===== config.mk =====
export PLATFORM = sky130hd
export DESIGN_NAME = sit_ram
export DESIGN_NICKNAME = d
export VERILOG_FILES = /design/src/source_identifier_table_defines.svh /design/src/sit_ram.sv
export SDC_FILE = /design/constraint.sdc
export NUM_CORES = 1
export LEC_CHECK = 0
export BUFFER_PORTS_ARGS = -buffer_cell sky130_fd_sc_hd__buf_4
export CORE_ASPECT_RATIO = 1.2
export CORE_MARGIN = 8
export CORE_UTILIZATION = 40
export CTS_CLUSTER_SIZE = 30
export DETAILED_ROUTE_END_ITERATION = 10
export HOLD_SLACK_MARGIN = 0.15
export SYNTH_ARGS = -nofsm -noshare
export SYNTH_HDL_FRONTEND = slang
export SYNTH_SLANG_ARGS = --single-unit

===== constraint.sdc =====
create_clock -name clk -period 1.8 [get_ports clk]
set_input_delay 0.36 -clock clk [delete_from_list [all_inputs] [get_ports clk]]
set_output_delay 0.36 -clock clk [all_outputs]
set_load 0.01 [all_outputs]

===== src/source_identifier_table_defines.svh =====
// assertion macros used by the source identifier table control
`ifndef SOURCE_IDENTIFIER_TABLE_DEFINES_SVH
`define SOURCE_IDENTIFIER_TABLE_DEFINES_SVH

// same-cycle implication, clocked on clk, off during rst
`define SIT_ASSERT_NOW(lbl, ante, cons, msg) \
  lbl: assert property (@(posedge clk) disable iff (rst) (ante) |-> (cons)) else $error(msg);

// next-cycle implication, clocked on clk, off during rst
`define SIT_ASSERT_NEXT(lbl, ante, cons, msg) \
  lbl: assert property (@(posedge clk) disable iff (rst) (ante) |=> (cons)) else $error(msg);

`endif


===== src/sit_ram.sv =====
// generic simple dual port ram with registered read
module sit_ram #(
  parameter int WIDTH = 8,
  parameter int DEPTH = 16
) (
  input  logic                     clk,
  input  logic                     wr_en,
  input  logic [$clog2(DEPTH)-1:0] wr_addr,
  input  logic [WIDTH-1:0]         wr_data,
  input  logic                     rd_en,
  input  logic [$clog2(DEPTH)-1:0] rd_addr,
  output logic [WIDTH-1:0]         rd_data
);

  logic [WIDTH-1:0] mem [DEPTH];

  always_ff @(posedge clk) begin
    if (wr_en) begin
      mem[wr_addr] <= wr_data;
    end
    if (rd_en) begin
      rd_data <= mem[rd_addr];
    end
  end

endmodule


==> flow_summary.json <==
{
  "status": "finished, final reports clean",
  "grt-ovfl-total": 0,
  "mappedNetlistArea_mm2": 0.005228,
  "grt_setup_unrepaired": "no",
  "worstPathBufferInverterCount": 0,
  "grt_pass1_vias": 2650,
  "placement_rows": 45,
  "final_layout_size_suffix_gt1_frac": 0.3289,
  "min_period_over_period": 0.8335,
  "port_buffers": 26,
  "drt-vias-per-instance": 5.219,
  "initial_core_util": 0.4108,
  "fmaxAchievable_mhz": 666.5,
  "cts_resized": 0,
  "period_minus_slack_ns": 1.500,
  "drtIter0Drc": 220,
  "place.gp.congestion": 0.7146,
  "cp.arrival_ns": 1.65,
  "grt_usage": 0.1245,
  "worst_pin_slew_ns": 0.3894,
  "io-pin-count": 27,
  "ys_top_cells_by_area": "edfxtp_1 (78%), mux4_2 (7.8%), mux4_1 (7.0%), a22oi_1 (2.3%), nor2_1 (0.93%)",
  "synthFlopType": "edfxtp_1",
  "remaining_drc_errors": 0,
  "critPathSlowestCell": "mux4_1",
  "antenna_found_initial": 0,
  "dieArea_mm2": 0.01700,
  "critPathTopFamily": "multiplexers",
  "clk_pin_slew_ns": 0.06,
  "dp_hpwl_mm": 6.559,
  "critPathRequiredTime_ns": 1.95,
  "cp-start-kind": "flip-flop",
  "syn_area_per_cell_um2": 22.83,
  "nets": 307,
  "clk_path_buf_depth": 2,
  "async_flop_share": 0,
  "post_layout_nonfiller_instances": 465,
  "postCtsSetupRepairBufs": 0,
  "ir_drop_mv": 0.5602,
  "ys_warn_count": 0,
  "grt_max_degree": 23,
  "crit_chain": "mux4_1 -> a22oi_1 -> nand2_1",
  "setup_viol": 0,
  "slew_headroom": 0.7404,
  "wirelength_mm": 9.832,
  "synthCells": 229,
  "drv_cap": 0,
  "cts_tree": "built",
  "power_mw": 7.901,
  "grt_pass1_wl_mm": 15.12,
  "core_region_area_mm2": 0.01272,
  "synth.net_count": 248,
  "htreeDepth": 4,
  "ys_ff_latch": 136,
  "synth_most_common_cell": "edfxtp_1",
  "worstSkewPairLatency_ns": 0.41,
  "p_per_area_mw_per_mm2": 1224,
  "cts-root-buf": "clkbuf_16",
  "synth_top_cell_area_share": 0.7812,
  "r2r_setup_slack_ns": 0.30,
  "synth_edf_count": 136,
  "wl_met3_um": 453,
  "p_leak_nw": 2.202,
  "synth.distinct_cells": 18,
  "wl_met1_mm": 4.142,
  "diodes": 0,
  "synth.largest_area_cell": "edfxtp_1",
  "yosys-top-cells-count": "edfxtp_1 (136), mux4_2 (18), a22oi_1 (16)",
  "areaGrowthSynthToFinish_pct": 23.53,
  "cts_buffers": 17,
  "via_count": 2427,
  "detail-route-antenna-nets": 0,
  "worst-setup-path-type": "flip-flop to flip-flop",
  "critical_path.max_stage_delay_ns": 0.50,
  "drtPass1Iterations": 4,
  "critPathMaxFanout": 1,
  "highest_layer": "met4",
  "wl_met2_mm": 5.114,
  "end_kind": "flip-flop",
  "wl_per_cell_um": 21.14,
  "ys_seq_area_frac": 0.7812,
  "dp.cells": 433,
  "fin_skew_ns": 0.01330,
  "die_x_um": 120.4,
  "stdcell_area_mm2": 0.006457,
  "cts_hold_buf": 0,
  "die_h_um": 141.2,
  "hold_class": "input pin to flip-flop",
  "placed_area_mm2": 0.005777,
  "hold_viol": 0,
  "clock_sinks": 136,
  "drv_slew": 0
}
-- final cells by class --
type / count / area [µm²]
multi-input combinational: 83 / 1062
timing repair buffer: 50 / 425.4
tap: 164 / 205.2
sequential: 136 / 4084
clock inverter: 15 / 255.2
fill: 1026 / 6267
clock buffer: 17 / 425.4
-- sequential cells by signal (all words and copies together) (netlist names) --
name / flops
rd_data: 8
mem: 128
-- per-layer routing --
layer	vias up	global-route usage
li1	1103	-
met1	1250	0.1501
met2	67	0.2016
met3	7	0.03795
met4	0	0.05534
met5	-	0
-- path summary, 6_finish.rpt --
| check | start | end | cells past startpoint |
|---|---|---|---|
| min reg2reg | mem[4][3]$_DFFE_PP_ | rd_data[3]$_DFFE_PP_ | 3 |
| max reg2reg | mem[9][4]$_DFFE_PP_ | rd_data[4]$_DFFE_PP_ | 3 |
| max | mem[9][4]$_DFFE_PP_ | rd_data[4]$_DFFE_PP_ | 3 |
| min | wr_data[7] | mem[0][7]$_DFFE_PP_ | 1 |
-- metrics by stage --
stage / setup TNS, ns / utilization / hold slack [ns] / worst slack [ns]
after floorplan: 0 / - / 0.4589 / 0.1576
after global placement: -0.3886 / 0.4540 / 0.6701 / -0.1169
after detailed placement: -0.4431 / 0.4540 / 0.6753 / -0.1334
after CTS: 0 / 0.5075 / 0.2382 / 0.2602
after global routing: 0 / 0.5075 / 0.2516 / 0.1939
final: 0 / 0.5075 / 0.2526 / 0.2997
-- worst register-to-register path, stage by stage, from the launching register on --
cell and delay, ns:
edfxtp_1 0.37, mux4_1 0.50, a22oi_1 0.28, nand2_1 0.09
-- cell families (layout without fill, tap and decap cells) --
group	after synthesis	in the layout	share of synthesized area
flip-flops	136	136	0.7812
AND/OR/NAND/NOR	35	35	0.03136
multiplexers	32	32	0.1479
AO/OA/AOI/OAI	16	16	0.02298
buffers and inverters	10	82	0.01651
-- placed cells by master, fill, tap and decap left out, types with 2 or more instances in the layout --
master	count
buf_12	4
nor2_1	13
nand2b_1	2
clkinvlp_4	2
nand2_1	9
nor3_1	3
clkinv_2	2
clkinv_1	3
a22oi_1	16
bufinv_16	7
buf_4	46
clkbuf_16	17
nand3b_1	2
edfxtp_1	136
mux4_2	18
mux4_1	14
-- report_power, final --
part	leakage [nW]	internal [mW]	switching, mW
logic	0.640	0.172	0.190
registers	1.24	3.57	0.0185
clock network	0.325	2.72	1.23
total	2.20	6.46	1.44
No activity file was read; power rests on OpenSTA's default activity.
