[config.mk]
export PLATFORM = sky130hd
export DESIGN_NAME = sit_ctrl
export DESIGN_NICKNAME = d
export VERILOG_FILES = /design/src/sit_pkg.sv /design/src/sit_ctrl.sv
export VERILOG_INCLUDE_DIRS = /design/src /design/src/src
export SDC_FILE = /design/constraint.sdc
export NUM_CORES = 1
export LEC_CHECK = 0
export BUFFER_PORTS_ARGS = -buffer_cell sky130_fd_sc_hd__buf_2
export CAP_MARGIN = 20
export CORE_MARGIN = 2
export CORE_UTILIZATION = 41
export CTS_CLUSTER_DIAMETER = 60
export DETAILED_ROUTE_END_ITERATION = 10
export PLACE_DENSITY = 0.63
export SETUP_SLACK_MARGIN = 0.1
export SLEW_MARGIN = 40
export SYNTH_ARGS = -nofsm -noshare
export SYNTH_HDL_FRONTEND = slang
export SYNTH_SLANG_ARGS = --single-unit
[constraint.sdc]
create_clock -name clk -period 3.26 [get_ports clk]
set_input_delay 0.163 -clock clk [delete_from_list [all_inputs] [get_ports clk]]
set_output_delay 0.163 -clock clk [all_outputs]
set_load 0.02 [all_outputs]
[src/source_identifier_table_defines.svh]
// assertion macros used by the source identifier table control
`ifndef SOURCE_IDENTIFIER_TABLE_DEFINES_SVH
`define SOURCE_IDENTIFIER_TABLE_DEFINES_SVH

// same-cycle implication, clocked on clk, off during rst
`define SIT_ASSERT_NOW(lbl, ante, cons, msg) \
  lbl: assert property (@(posedge clk) disable iff (rst) (ante) |-> (cons)) else $error(msg);

// next-cycle implication, clocked on clk, off during rst
`define SIT_ASSERT_NEXT(lbl, ante, cons, msg) \
  lbl: assert property (@(posedge clk) disable iff (rst) (ante) |=> (cons)) else $error(msg);

`endif

[src/sit_pkg.sv]
// constants and types of the source identifier table
package sit_pkg;

  localparam int STATIONS = 16;
  localparam int GW = (STATIONS > 1) ? $clog2(STATIONS) : 1;
  localparam int RAM_DEPTH = 1 << (2 * GW);
  localparam int ADDR_W = 32;
  localparam int ID_W = 16;
  localparam int ENTRY_W = ADDR_W + ID_W;

  localparam logic [1:0] STATUS_FOUND = 2'd0;
  localparam logic [1:0] STATUS_NEW = 2'd1;
  localparam logic [1:0] STATUS_BAD_GROUP = 2'd2;
  localparam logic [1:0] STATUS_FULL = 2'd3;

  typedef enum logic [2:0] {
    ST_IDLE   = 3'b001,
    ST_SEARCH = 3'b010,
    ST_RESULT = 3'b100
  } state_t;

  typedef struct packed {
    logic            valid;
    logic [ID_W-1:0] identifier;
    logic [1:0]      status;
  } sit_result_t;

endpackage

[src/sit_ctrl.sv]
// search, append and counter control of the source identifier table
`include "source_identifier_table_defines.svh"

module sit_ctrl import sit_pkg::*; (
  input  logic                      clk,
  input  logic                      rst,
  input  logic                      in_valid,
  output logic                      in_stall,
  input  logic [7:0]                group,
  input  logic [ADDR_W-1:0]         source_address,
  output sit_result_t               res,
  input  logic                      res_take,
  output logic                      ram_wr_en,
  output logic [2*GW-1:0]           ram_wr_addr,
  output logic [ENTRY_W-1:0]        ram_wr_data,
  output logic                      ram_rd_en,
  output logic [2*GW-1:0]           ram_rd_addr,
  input  logic [ENTRY_W-1:0]        ram_rd_data
);

  state_t            state;
  state_t            state_next;
  logic [GW-1:0]     counts [STATIONS];
  logic [ID_W-1:0]   last_assigned;
  logic [GW-1:0]     k;
  logic              pend;
  logic [GW-1:0]     grp_idx;
  logic [ADDR_W-1:0] addr_q;
  logic [GW-1:0]     count_q;
  logic [ID_W-1:0]   res_id;
  logic [1:0]        res_status;

  logic              accept;
  logic              group_ok;
  logic              hit;
  logic              miss_done;
  logic              full;
  logic [ID_W-1:0]   id_new;

  assign accept    = in_valid && !in_stall;
  assign in_stall  = (state != ST_IDLE);
  assign group_ok  = ({1'b0, group} < 9'(STATIONS));
  assign hit       = (state == ST_SEARCH) && pend &&
                     (ram_rd_data[ENTRY_W-1:ID_W] == addr_q);
  assign miss_done = (state == ST_SEARCH) && !pend && (k == count_q);
  assign full      = (count_q == GW'(STATIONS - 1));
  assign id_new    = last_assigned + ID_W'(1);

  assign ram_rd_en   = (state == ST_SEARCH) && (k < count_q);
  assign ram_rd_addr = {grp_idx, k};
  assign ram_wr_en   = !hit && miss_done && !full;
  assign ram_wr_addr = {grp_idx, count_q};
  assign ram_wr_data = {addr_q, id_new};

  assign res.valid      = (state == ST_RESULT);
  assign res.identifier = res_id;
  assign res.status     = res_status;

  always_comb begin
    state_next = state;
    case (state)
      ST_IDLE: begin
        if (accept) begin
          state_next = group_ok ? ST_SEARCH : ST_RESULT;
        end
      end
      ST_SEARCH: begin
        if (hit || miss_done) begin
          state_next = ST_RESULT;
        end
      end
      ST_RESULT: begin
        if (res_take) begin
          state_next = ST_IDLE;
        end
      end
      default: state_next = ST_IDLE;
    endcase
  end

  always_ff @(posedge clk) begin
    if (rst) begin
      state <= ST_IDLE;
      last_assigned <= '0;
      k <= '0;
      pend <= 1'b0;
      for (int i = 0; i < STATIONS; i++) begin
        counts[i] <= '0;
      end
    end else begin
      state <= state_next;
      if (accept) begin
        k <= '0;
        pend <= 1'b0;
      end else if (state == ST_SEARCH) begin
        pend <= ram_rd_en;
        if (ram_rd_en) begin
          k <= k + GW'(1);
        end
      end
      if (ram_wr_en) begin
        counts[grp_idx] <= count_q + GW'(1);
        last_assigned <= id_new;
      end
    end
  end

  always_ff @(posedge clk) begin
    if (accept) begin
      grp_idx <= group[GW-1:0];
      addr_q  <= source_address;
      count_q <= counts[group[GW-1:0]];
      if (!group_ok) begin
        res_id     <= '0;
        res_status <= STATUS_BAD_GROUP;
      end
    end else if (hit) begin
      res_id     <= ram_rd_data[ID_W-1:0];
      res_status <= STATUS_FOUND;
    end else if (miss_done) begin
      if (full) begin
        res_id     <= '0;
        res_status <= STATUS_FULL;
      end else begin
        res_id     <= id_new;
        res_status <= STATUS_NEW;
      end
    end
  end

  `SIT_ASSERT_NOW(a_error_id_zero, res.valid && (res.status == STATUS_BAD_GROUP || res.status == STATUS_FULL), res.identifier == '0, "error word carries nonzero identifier")
  `SIT_ASSERT_NEXT(a_counter_step, ram_wr_en, last_assigned == $past(last_assigned) + ID_W'(1), "identifier counter did not advance by one")
  `SIT_ASSERT_NOW(a_scan_bound, state == ST_SEARCH, k <= count_q, "search index ran past group fill")
  `SIT_ASSERT_NEXT(a_accept_busy, accept, in_stall, "input not stalled after accepting a word")

endmodule

==> results.toml <==
[clocking]
path_clk_slew_ns = 0.06
cts_tree = "yes"
clock_latency_ns = 0.42
root_buffer = "clkbuf_16"
cts_num_sinks = 146
cts_post_setup_buffers_inserted = 0
htree_levels = 4
clk_path_buf_depth = 2
cts_buffers = 17
postCtsResizedCells = 0

[detailed_routing]
finalWirelength_um = 16800
via_per_inst = 5.001
wl_per_cell_um = 17.16
first_pass_iters = 4
detail_route.iter0.violations = 318
drt_drc_violations_left = 0
vias = 4896
antenna_left = 0

[yosys]
synth_xor_area_share_pct = 8.197
yosys.area.top_type = "edfxtp_1"
ys_seq_area_share_pct = 61.56
synth_warnings = 0
syn_nets = 643
synth_top_area_share_pct = 54.42
yosys-top-cells-area = "edfxtp_1 (54%), dfxtp_1 (7.1%), mux4_2 (6.7%), xor2_1 (5.9%), nor2_1 (5.4%)"
synth_area_sq_um = 6731
synth_simple_gate_area_share_pct = 16.99
synth.distinct_cells = 41
syn_inst = 544
ys_seq_elements = 146
synth_compound_area_share_pct = 2.491
synth_top_family_by_area = "simple AND/OR/NAND/NOR gates"
synth_adder_area_share_pct = 1.301
synth_mux_area_share_pct = 6.840
syn_avg_cell_area_sq_um = 12.37

[global_route]
grt_max_degree = 41
grt_usage_pct = 19.43
antenna_found_initial = 0
grt_overflow_total = 0
grt_pass1_wl_um = 26310
first_global_vias = 4885

[finish]
nNetsFinal = 849
fin_util_pct = 54.76
diodes = 0
syn2layout_area_growth_pct = 29.68
drive_gt1_share_pct = 31.59

[placement]
gp_congestion = 0.8346
port_buffers = 177
hpwl_um = 12050

[worst_setup_path]
endpoint = "counts[12][3]"
timing.rr.start = "count_q[3]"
rrSetupSlack_ns = 0.48
critPathKind = "reg2reg"
r2r_cells = 8
endpoint_kind = "flip-flop"
reg2reg_to = "counts[12][3]"
crit_required_ns = 3.37
critical_path.startpoint = "count_q[3]"
cp_max_fo = 13
critical_path.startpoint_type = "flip-flop"
worstPathArrival_ns = 2.90

[timing]
rsz0062_at_grt = "no"
finalSetupViolCount = 0
slew_headroom_pct = 43.66
hold_viol_final = 0
min_period_over_period_pct = 85.34
min_period_ns = 2.782
max_freq_mhz = 359.4
worst_pin_slew_ns = 0.8451
tns_ns = 0
drv_slew = 0
finClkSkew_ns = 0.006841

[die]
die_w_um = 132.1
rows = 46
fp.dieH_um = 132.1
io-pin-count = 178
dieArea_sq_um = 17460
core_sq_um = 15940
start_util_pct = 42.22

[power_and_ir_drop]
peakVddDrop_uv = 335.6
p_per_area_nw_per_um2 = 532.9
total_leakage_power_uw = 0.003525

[flow_run]
max-cap-violations = 0

[outcome]
status = "finished clean"

[min_path]
hp-class = "in2reg"
[critical path: stages (launching register included)]
cell	delay, ns
edfxtp_1	0.36
inv_1	0.12
ha_1	0.33
nand3_1	0.15
or4_4	0.68
inv_2	0.16
and4b_1	0.31
nand2_1	0.15
nand2b_1	0.22
[worst min-delay path by stage]
stage | from | endpoint | cells past startpoint | slack (ns)
global route | group[3] | grp_idx[3] | 1 | 0.03
floorplan | source_address[0] | addr_q[0] | 0 | 0.26
CTS | group[3] | grp_idx[3] | 1 | 0.02
detailed placement | source_address[11] | addr_q[11] | 1 | 0.34
global placement | source_address[25] | addr_q[25] | 1 | 0.34
finish | group[3] | grp_idx[3] | 1 | 0.04
[area by class of cell]
type | count | area [sq um]
inverter | 12 | 45.04
timing repair buffer | 215 | 1251
clock inverter | 11 | 140.1
tap | 216 | 270.3
multi-input combinational | 358 | 2439
sequential | 146 | 4144
clock buffer | 21 | 440.4
fill | 1375 | 7213
[registers in the layout, summed over array words and instances (netlist names)]
signal	count
res_id	16
count_q	4
last_assigned	16
pend	1
k	4
res_status	2
addr_q	32
state	3
grp_idx	4
counts	64
[per-stage QoR]
step | hold WS [ns] | setup slack [ns] | instance area, sq um | instances | power [uW]
3_5_place_dp | 0.3415 | 0.4958 | 7823 | 915 | 2743
2_1_floorplan | 0.2619 | 0.5970 | 6731 | 544 | 2515
3_3_place_gp | 0.3407 | 0.6095 | 7809 | 915 | 2726
5_1_grt | 0.02655 | 0.2720 | 8730 | 979 | 4808
6_report | 0.03596 | 0.4779 | 8730 | 979 | 4652
4_1_cts | 0.01699 | 0.4869 | 8723 | 979 | 4681
[report_power, final]
| part | total [uW] | leakage (uW) | switching (uW) | internal [uW] |
|---|---|---|---|---|
| combinational | 549 | 0.00184 | 341 | 208 |
| clock | 1920 | 0.000274 | 724 | 1200 |
| sequential | 2180 | 0.00141 | 55.5 | 2130 |
[per-layer routing]
metal	wire length [um]	global-route usage [%]	part of all wire [%]
met1	6647	22.90	40
met5	0	0	0
met4	399	8.152	2.4
met3	1203	5.229	7.2
met2	8550	33.56	51
[synth_stat cells (all sizes together)]
master and instances:
nand4 4, or3 4, dfxtp 24, buf 10, nor3 3, or2 2
and3 2, o21ai 20, nor2b 6, or3b 1, xor2 45, nand2 42
or4 2, nand3 36, mux2i 1, nor3b 1, nor2 97, nand3b 1
clkbuf 18, a2111oi 1, ha 7, o22ai 1, and4b 1, xnor2 18
edfxtp 122, nand2b 19, nor4b 2, and2 2, inv 12, a21oi 9
nor4 10, mux4 20, o21bai 1
[layout by cell type (no fill, tap or decap), types with 18 or more instances in the layout]
cell type	count
dlygate4sd3_1	32
nand2_1	42
buf_2	177
nand3_1	35
dfxtp_1	24
nor2_1	96
edfxtp_1	122
o21ai_0	18
mux4_2	20
xor2_1	45
nand2b_1	19
[cell families after synthesis]
| kind of cell | after synthesis |
|---|---|
| AOI/OAI and AO/OA | 32 |
| adders and majority gates | 7 |
| and+or+nand+nor | 235 |
| buffers and inverters | 40 |
| DFF | 146 |
| xor gates and xnor gates | 63 |
| muxes | 21 |
[what timing repair did]
action / 4_1_cts / 5_1_grt
endpoints found under the setup margin: 0 / 0
hold buffers: 32 / 0
hold endpoints to repair: 32 / 0
Note: power is estimated with default switching activity, not from simulation.
